## src/design/mfdu_pkg.sv

```systemverilog
`default_nettype none

package mfdu_pkg;

    localparam int SLOTS_DEFAULT   = 5;
    localparam int COUNTS_PER_TURN = 8192;
    localparam int QUEUE_DEPTH     = 2;

    localparam int SLOT_W    = 3;
    localparam int ID_W      = 11;
    localparam int MASK_W    = 5;
    localparam int REG_IDX_W = 3;
    localparam int REG_DAT_W = 11;

    localparam logic [SLOT_W-1:0] BUS1_SLOT = SLOT_W'(4);

    localparam logic [ID_W-1:0]   SLOT0_ID_RST    = ID_W'(11'h201);
    localparam logic [ID_W-1:0]   SLOT1_ID_RST    = ID_W'(11'h202);
    localparam logic [ID_W-1:0]   SLOT2_ID_RST    = ID_W'(11'h203);
    localparam logic [ID_W-1:0]   SLOT3_ID_RST    = ID_W'(11'h206);
    localparam logic [MASK_W-1:0] UNWRAP_MASK_RST = MASK_W'(17);

    localparam logic signed [17:0] HALF_TURN     = 18'(COUNTS_PER_TURN / 2);
    localparam logic signed [17:0] NEG_HALF_TURN = -HALF_TURN;
    localparam logic [31:0]        TURN_STEP     = 32'(COUNTS_PER_TURN);

    typedef enum logic [REG_IDX_W-1:0] {
        REG_SLOT0_ID    = 3'd0,
        REG_SLOT1_ID    = 3'd1,
        REG_SLOT2_ID    = 3'd2,
        REG_SLOT3_ID    = 3'd3,
        REG_UNWRAP_MASK = 3'd4
    } reg_index_t;

    typedef struct packed {
        logic            bus;
        logic [ID_W-1:0] frame_id;
        logic [7:0]      byte0;
        logic [7:0]      byte1;
        logic [7:0]      byte2;
        logic [7:0]      byte3;
        logic [7:0]      byte4;
        logic [7:0]      byte5;
        logic [7:0]      byte6;
    } frame_t;

    typedef struct packed {
        logic [SLOT_W-1:0]  slot;
        logic [15:0]        angle;
        logic signed [15:0] speed;
        logic signed [15:0] current;
        logic [7:0]         temperature;
    } item_t;

    typedef struct packed {
        logic [SLOT_W-1:0]  slot;
        logic [15:0]        angle;
        logic signed [15:0] speed;
        logic signed [15:0] current;
        logic [7:0]         temperature;
        logic signed [31:0] turns;
        logic signed [31:0] total_position;
    } result_t;

endpackage

`default_nettype wire

```

## src/design/motor_feedback_decode_unwrap_core.sv

```systemverilog
// Path: an accepted request is written into the middle queue; the back stage does the
// per-slot state read-modify-write on its head and writes the result into the result queue.
// Throughput: one request per cycle unless a queue is full; both queues hold two entries.
// Reset: rst_n asynchronous active low; clears both queues, all per-slot tracking state,
// and loads the identifier and unwrap mask registers with their defaults.
`default_nettype none

module motor_feedback_decode_unwrap_core #(
    parameter int SLOTS = mfdu_pkg::SLOTS_DEFAULT
) (
    input  wire logic                           clk,
    input  wire logic                           rst_n,
    input  wire logic                           push,
    output logic                                full,
    input  wire mfdu_pkg::frame_t               frame,
    output logic                                empty,
    input  wire logic                           pop,
    output mfdu_pkg::result_t                   result,
    input  wire logic                           wr_en,
    input  wire logic [mfdu_pkg::REG_IDX_W-1:0] wr_index,
    input  wire logic [mfdu_pkg::REG_DAT_W-1:0] wr_data
);

    import mfdu_pkg::*;

    logic              accept;
    logic              q_push, q_pop, q_empty;
    item_t             q_wdata, q_rdata;
    logic [MASK_W-1:0] unwrap_mask;
    logic              res_push, res_full;
    result_t           res_item;

    assign accept = push && !full;

    mfdu_front #(.SLOTS(SLOTS)) u_front (
        .clk         (clk),
        .rst_n       (rst_n),
        .wr_en       (wr_en),
        .wr_index    (wr_index),
        .wr_data     (wr_data),
        .accept      (accept),
        .frame       (frame),
        .q_push      (q_push),
        .q_item      (q_wdata),
        .unwrap_mask (unwrap_mask)
    );

    mfdu_fifo #(.DEPTH(QUEUE_DEPTH), .T(item_t)) u_mid_q (
        .clk   (clk),
        .rst_n (rst_n),
        .wr    (q_push),
        .wdata (q_wdata),
        .full  (full),
        .rd    (q_pop),
        .rdata (q_rdata),
        .empty (q_empty)
    );

    mfdu_back #(.SLOTS(SLOTS)) u_back (
        .clk         (clk),
        .rst_n       (rst_n),
        .q_empty     (q_empty),
        .q_item      (q_rdata),
        .q_pop       (q_pop),
        .unwrap_mask (unwrap_mask),
        .res_full    (res_full),
        .res_push    (res_push),
        .res_item    (res_item)
    );

    mfdu_fifo #(.DEPTH(QUEUE_DEPTH), .T(result_t)) u_res_q (
        .clk   (clk),
        .rst_n (rst_n),
        .wr    (res_push),
        .wdata (res_item),
        .full  (res_full),
        .rd    (pop),
        .rdata (result),
        .empty (empty)
    );

endmodule

`default_nettype wire

```

## src/design/mfdu_fifo.sv

```systemverilog
`default_nettype none

module mfdu_fifo #(
    parameter int  DEPTH = 2,
    parameter type T     = logic
) (
    input  wire logic clk,
    input  wire logic rst_n,
    input  wire logic wr,
    input  wire T     wdata,
    output logic      full,
    input  wire logic rd,
    output T          rdata,
    output logic      empty
);

    localparam int PW = (DEPTH > 1) ? $clog2(DEPTH) : 1;
    localparam int CW = $clog2(DEPTH + 1);

    T                mem_reg [DEPTH];
    logic [PW-1:0]   wr_ptr_reg, wr_ptr_next;
    logic [PW-1:0]   rd_ptr_reg, rd_ptr_next;
    logic [CW-1:0]   count_reg, count_next;
    logic            do_wr, do_rd;

    assign full  = (count_reg == CW'(DEPTH));
    assign empty = (count_reg == '0);
    assign do_wr = wr && !full;
    assign do_rd = rd && !empty;
    assign rdata = mem_reg[rd_ptr_reg];

    always_comb
    begin
        wr_ptr_next = wr_ptr_reg;
        rd_ptr_next = rd_ptr_reg;
        count_next  = count_reg;
        if (do_wr)
        begin
            wr_ptr_next = (wr_ptr_reg == PW'(DEPTH - 1)) ? '0 : wr_ptr_reg + 1'b1;
        end
        if (do_rd)
        begin
            rd_ptr_next = (rd_ptr_reg == PW'(DEPTH - 1)) ? '0 : rd_ptr_reg + 1'b1;
        end
        if (do_wr && !do_rd)
        begin
            count_next = count_reg + 1'b1;
        end
        else if (do_rd && !do_wr)
        begin
            count_next = count_reg - 1'b1;
        end
    end

    always_ff @(posedge clk or negedge rst_n)
    begin
        if (!rst_n)
        begin
            wr_ptr_reg <= '0;
            rd_ptr_reg <= '0;
            count_reg  <= '0;
        end
        else
        begin
            wr_ptr_reg <= wr_ptr_next;
            rd_ptr_reg <= rd_ptr_next;
            count_reg  <= count_next;
        end
    end

    always_ff @(posedge clk)
    begin
        if (do_wr)
        begin
            mem_reg[wr_ptr_reg] <= wdata;
        end
    end

endmodule

`default_nettype wire

```

## src/design/mfdu_front.sv

```systemverilog
`default_nettype none

module mfdu_front #(
    parameter int SLOTS = mfdu_pkg::SLOTS_DEFAULT
) (
    input  wire logic                          clk,
    input  wire logic                          rst_n,
    input  wire logic                          wr_en,
    input  wire logic [mfdu_pkg::REG_IDX_W-1:0] wr_index,
    input  wire logic [mfdu_pkg::REG_DAT_W-1:0] wr_data,
    input  wire logic                          accept,
    input  wire mfdu_pkg::frame_t              frame,
    output logic                               q_push,
    output mfdu_pkg::item_t                    q_item,
    output logic [mfdu_pkg::MASK_W-1:0]        unwrap_mask
);

    import mfdu_pkg::*;

    logic [ID_W-1:0]   slot0_id_reg, slot1_id_reg, slot2_id_reg, slot3_id_reg;
    logic [MASK_W-1:0] mask_reg;
    logic [SLOT_W-1:0] slot;
    logic              hit;

    assign unwrap_mask = mask_reg;

    always_ff @(posedge clk or negedge rst_n)
    begin
        if (!rst_n)
        begin
            slot0_id_reg <= SLOT0_ID_RST;
            slot1_id_reg <= SLOT1_ID_RST;
            slot2_id_reg <= SLOT2_ID_RST;
            slot3_id_reg <= SLOT3_ID_RST;
            mask_reg     <= UNWRAP_MASK_RST;
        end
        else if (wr_en)
        begin
            case (reg_index_t'(wr_index))
                REG_SLOT0_ID:    slot0_id_reg <= wr_data[ID_W-1:0];
                REG_SLOT1_ID:    slot1_id_reg <= wr_data[ID_W-1:0];
                REG_SLOT2_ID:    slot2_id_reg <= wr_data[ID_W-1:0];
                REG_SLOT3_ID:    slot3_id_reg <= wr_data[ID_W-1:0];
                REG_UNWRAP_MASK: mask_reg     <= wr_data[MASK_W-1:0];
                default:         ;
            endcase
        end
    end

    // bus-1 frames take BUS1_SLOT; otherwise the lowest matching slot wins
    always_comb
    begin
        hit  = 1'b1;
        slot = '0;
        if (frame.bus)
        begin
            slot = BUS1_SLOT;
        end
        else if (frame.frame_id == slot0_id_reg)
        begin
            slot = SLOT_W'(0);
        end
        else if (frame.frame_id == slot1_id_reg)
        begin
            slot = SLOT_W'(1);
        end
        else if (frame.frame_id == slot2_id_reg)
        begin
            slot = SLOT_W'(2);
        end
        else if (frame.frame_id == slot3_id_reg)
        begin
            slot = SLOT_W'(3);
        end
        else
        begin
            hit = 1'b0;
        end
        if ({{(32 - SLOT_W){1'b0}}, slot} >= 32'(SLOTS))
        begin
            hit = 1'b0;
        end
    end

    assign q_push             = accept && hit;
    assign q_item.slot        = slot;
    assign q_item.angle       = {frame.byte0, frame.byte1};
    assign q_item.speed       = {frame.byte2, frame.byte3};
    assign q_item.current     = {frame.byte4, frame.byte5};
    assign q_item.temperature = frame.byte6;

endmodule

`default_nettype wire

```

## src/design/mfdu_back.sv

```systemverilog
`default_nettype none

module mfdu_back #(
    parameter int SLOTS = mfdu_pkg::SLOTS_DEFAULT
) (
    input  wire logic                   clk,
    input  wire logic                   rst_n,
    input  wire logic                   q_empty,
    input  wire mfdu_pkg::item_t        q_item,
    output logic                        q_pop,
    input  wire logic [mfdu_pkg::MASK_W-1:0] unwrap_mask,
    input  wire logic                   res_full,
    output logic                        res_push,
    output mfdu_pkg::result_t           res_item
);

    import mfdu_pkg::*;

    localparam int IDX_W = (SLOTS > 1) ? $clog2(SLOTS) : 1;

    logic [SLOTS-1:0] seen_reg;
    logic [15:0]      prev_reg   [SLOTS];
    logic [15:0]      offset_reg [SLOTS];
    logic [31:0]      turn_reg   [SLOTS];
    logic [31:0]      base_reg   [SLOTS];
    logic [31:0]      total_reg  [SLOTS];

    logic [IDX_W-1:0]  idx;
    logic              track;
    logic signed [17:0] delta;
    logic [15:0]       offset_next;
    logic [31:0]       turn_next;
    logic [31:0]       base_next;
    logic [31:0]       total_next;

    assign q_pop    = !q_empty && !res_full;
    assign res_push = q_pop;
    assign idx      = IDX_W'(q_item.slot);
    assign track    = unwrap_mask[q_item.slot];
    assign delta    = $signed({2'b00, q_item.angle}) - $signed({2'b00, prev_reg[idx]});

    always_comb
    begin
        offset_next = offset_reg[idx];
        turn_next   = turn_reg[idx];
        base_next   = base_reg[idx];
        if (!seen_reg[idx])
        begin
            offset_next = q_item.angle;
        end
        else if (delta > HALF_TURN)
        begin
            turn_next = turn_reg[idx] - 32'd1;
            base_next = base_reg[idx] - TURN_STEP;
        end
        else if (delta < NEG_HALF_TURN)
        begin
            turn_next = turn_reg[idx] + 32'd1;
            base_next = base_reg[idx] + TURN_STEP;
        end
        total_next = base_next + {16'd0, q_item.angle} - {16'd0, offset_next};
    end

    always_comb
    begin
        res_item.slot           = q_item.slot;
        res_item.angle          = q_item.angle;
        res_item.speed          = q_item.speed;
        res_item.current        = q_item.current;
        res_item.temperature    = q_item.temperature;
        res_item.turns          = track ? turn_next : turn_reg[idx];
        res_item.total_position = track ? total_next : total_reg[idx];
    end

    always_ff @(posedge clk or negedge rst_n)
    begin
        if (!rst_n)
        begin
            seen_reg <= '0;
            for (int i = 0; i < SLOTS; i++)
            begin
                prev_reg[i]   <= '0;
                offset_reg[i] <= '0;
                turn_reg[i]   <= '0;
                base_reg[i]   <= '0;
                total_reg[i]  <= '0;
            end
        end
        else if (q_pop && track)
        begin
            seen_reg[idx]   <= 1'b1;
            prev_reg[idx]   <= q_item.angle;
            offset_reg[idx] <= offset_next;
            turn_reg[idx]   <= turn_next;
            base_reg[idx]   <= base_next;
            total_reg[idx]  <= total_next;
        end
    end

    a_slot_in_range: assert property (@(posedge clk) disable iff (!rst_n)
        q_pop |-> ({{(32 - SLOT_W){1'b0}}, q_item.slot} < 32'(SLOTS)))
        else $error("request with slot beyond storage");

    a_seen_sticky: assert property (@(posedge clk) disable iff (!rst_n)
        (seen_reg & $past(seen_reg)) == $past(seen_reg))
        else $error("first-frame flag cleared");

    a_pop_room: assert property (@(posedge clk) disable iff (!rst_n)
        q_pop |-> !res_full && !q_empty)
        else $error("request moved without result room");

    a_untracked_hold: assert property (@(posedge clk) disable iff (!rst_n)
        (q_pop && !track) |=> $stable(seen_reg))
        else $error("tracking state changed for disabled slot");

endmodule

`default_nettype wire
```

## config.mk

```make
export PLATFORM = sky130hd
export DESIGN_NAME = motor_feedback_decode_unwrap_core
export DESIGN_NICKNAME = d
export VERILOG_FILES = /design/src/design/mfdu_pkg.sv /design/src/design/motor_feedback_decode_unwrap_core.sv /design/src/design/mfdu_fifo.sv /design/src/design/mfdu_front.sv /design/src/design/mfdu_back.sv
export SDC_FILE = /design/constraint.sdc
export NUM_CORES = 2
export LEC_CHECK = 0
export BUFFER_PORTS_ARGS = -buffer_cell sky130_fd_sc_hd__buf_4
export CAP_MARGIN = 10
export CORE_UTILIZATION = 45
export CTS_CLUSTER_DIAMETER = 200
export CTS_CLUSTER_SIZE = 16
export DETAILED_ROUTE_END_ITERATION = 10
export GPL_TIMING_DRIVEN = 1
export PLACE_DENSITY = 0.72
export SLEW_MARGIN = 20
export SYNTH_ARGS = -nofsm -noshare
export SYNTH_HDL_FRONTEND = slang
export SYNTH_HIERARCHICAL = 1
export SYNTH_SLANG_ARGS = --single-unit
```

## constraint.sdc

```tcl
create_clock -name clk -period 12.4 [get_ports clk]
set_clock_uncertainty 0.2 [all_clocks]
set_input_delay 1.24 -clock clk [delete_from_list [all_inputs] [get_ports clk]]
set_output_delay 1.24 -clock clk [all_outputs]
set_load 0.01 [all_outputs]
```

==> flow_summary.toml <==
[status]
status = "finished, final reports clean"

[synth]
muxShareOfSynthArea = 0.171
ys_types = 108
synthArstFlopShare = 0.659
synth-compound-area-share = 0.0984
avgSynthCellArea_um2 = 12.6
synth-adder-area-share = 0.0203
synth_top_family_by_area = "multiplexers"
synth_area_mm2 = 0.0507
yosysSeqAreaShare = 0.562
ys_seq_elements = 1066
postSynthCellCount = 4030
syn-num-nets = 4189
synth_edf_count = 364
synthSimpleGateAreaFrac = 0.0688
ys_warn_count = 6
synth_xor_area_frac = 0.0279
synth_ff_type = "dfrtp_1"

[finish]
synthToLayoutAreaGrowth_pct = 7.73
largest_register_ffs = 246
layout_common_cells = "688 x dfrtp_1, 432 x nand2_1, 389 x mux2_2"
drive_gt1_frac = 0.248
nNetsFinal = 4120
layout_commonest_cell = "dfrtp_1"
fill_cells = 9638

[floorplanning]
rows = 122
num_io_pins = 212
initial_core_util = 0.456
die_h_um = 338
fp.dieW_um = 338
core-area_mm2 = 0.111
die_area_mm2 = 0.114

[sta]
drv_slew = 0
maxClockFrequency_mhz = 96.0
slew-limit-headroom = 0.320
min_period_over_period = 0.840
fin_crit_ns = 10.41
setup_tns_ns = 0
rsz0062_at_grt = "no"
setup_ws_ns = 1.99
setup_viol = 0
final_hold_viol_count = 0
tightest_slew_ns = 1.02

[clocking]
cts_root_buf = "clkbuf_16"
path_clk_slew_ns = 0.08
cts_setup_buffers = 0
cts_tree = "done"
cts-resized-gates = 0
htree_num_levels = 3
clockBufferDepth = 3
cts_sinks = 1066
clock_latency_ns = 0.66
cts_hold_buf = 0
cts_buffers = 76

[critical_path]
crit_path_end_kind = "flop"
critPathSlowestCell = "buf_4"
required_ns = 12.60
ff2ff_path_depth = 28
crit_type = "reg -> reg"
rr_startpoint = "u_mid_q/rd_ptr_reg"
slowest_delay_ns = 0.78
critPathMaxFanout = 59
arrival_ns = 10.61
worst_r2r_endpoint = "u_res_q/mem_reg[1][30]"
rrSetupSlack_ns = 1.99
cp-start-kind = "flop"

[grt]
overflow = 0
grtUsageTotal = 0.202
antenna_found_initial = 2
grt_pass1_vias = 31094
grt_pass1_wl_mm = 181
grt_max_degree = 117

[worst_hold_path]
hold_class = "reg -> reg"
min_from = "u_back/base_reg[137]"
worstHoldPathCells = 0
holdPathEnd = "u_back/base_reg[137]"

[place]
hpwl_mm = 73.1
gp_congestion = 0.864
detailedPlace.worstSlack_ns = 2.15
numPortBuffers = 211

[route]
routed-via-count = 30972
viasPerCell = 5.64
wire_per_inst_um = 21.0
drt_iter0_drc = 2693
drc = 0
first_pass_iters = 8
drt-total-wl_mm = 115
ant_nets = 0

[run]
drv_cap = 0
-- through the flow --
stage	hold slack (ns)	instances	utilization	instance area, um^2
2_1_floorplan	0.224	4030	-	50700
3_3_place_gp	0.160	5370	0.471	52400
3_5_place_dp	0.162	5370	0.471	52400
4_1_cts	0.178	5493	0.491	54600
5_1_grt	0.186	5495	0.491	54700
6_report	0.172	5496	0.491	54700
-- layout make-up --
| class | count | area [um^2] | share of cell area |
|---|---|---|---|
| Clock buffer | 118 | 2100 | 0.0385 |
| Inverter | 92 | 347 | 0.00634 |
| Clock inverter | 5 | 62.6 | 0.00114 |
| Multi-Input combinational cell | 2460 | 19700 | 0.361 |
| Antenna cell | 2 | 5.00 | 0.0000916 |
| Tap cell | 1488 | 1860 | 0.0341 |
| Sequential cell | 1066 | 28500 | 0.522 |
| Timing Repair Buffer | 265 | 2040 | 0.0373 |
-- critical path: cells and delay by family, from the launching register on --
family / cells / cell delay, ns
buffers and inverters: 3 / 1.00
AO/OA/AOI/OAI: 13 / 3.90
XOR/XNOR: 2 / 0.52
multiplexers: 3 / 1.64
AND/OR/NAND/NOR: 4 / 0.94
adder cells (fa/ha/maj): 3 / 1.23
flip-flops: 1 / 0.62
-- cell usage after synthesis (13+ instances only) --
master	number	area, um^2
a21o_1	20	150
a22oi_1	112	841
o21a_1	26	195
nand2b_1	18	113
nand3_1	43	215
nor3_1	20	100
buf_4	126	946
nand2_1	435	1630
ha_1	55	688
o221ai_1	17	149
fa_1	17	340
clkbuf_1	212	796
nor4_1	14	87.6
mux2_1	42	473
buf_1	30	113
or3_1	14	87.6
xnor2_1	75	657
buf_2	20	100
and2_1	13	81.3
dfrtp_1	690	17300
and3_1	16	100
o22ai_1	32	200
mux2i_1	55	551
edfxtp_1	364	10900
buf_6	17	191
mux2_4	119	1790
nor2_1	114	428
mux2_2	389	4380
or2_2	13	81.3
a21oi_1	88	440
o21ai_0	356	1780
inv_1	91	342
mux4_2	61	1370
xor2_1	83	727
a211oi_1	17	128
-- how the worst max path moves through the flow --
| stage | to | depth (start not counted) | slack [ns] | start |
|---|---|---|---|---|
| floorplan | u_res_q/mem_reg[0][30] | 43 | 2.17 | u_mid_q/rd_ptr_reg |
| global placement | u_res_q/mem_reg[0][30] | 28 | 2.00 | u_mid_q/rd_ptr_reg |
| detailed placement | u_res_q/mem_reg[1][30] | 28 | 2.15 | u_mid_q/rd_ptr_reg |
| CTS | u_res_q/mem_reg[0][30] | 28 | 2.09 | u_mid_q/rd_ptr_reg |
| global route | u_res_q/mem_reg[1][30] | 28 | 1.40 | u_mid_q/rd_ptr_reg |
| finish | u_res_q/mem_reg[1][30] | 28 | 1.99 | u_mid_q/rd_ptr_reg |
-- metal layers --
metal,global-route usage,wire (um),up-vias
met2,0.338,56500,803
li1,-,-,14248
met3,0.0330,6440,144
met5,0,0,-
met1,0.273,50200,15777
met4,0.0539,2240,0
-- kinds of logic after synthesis --
family,after synthesis
DFF,1066
AOI/OAI and AO/OA,793
and+or+nand+nor,765
muxes,670
buffers and inverters,504
xor gates and xnor gates,160
adders and majority gates,72
Power is left out: the tool's default activity adds up to more than one toggle a clock period on the data nets, which glitch-free logic cannot reach.
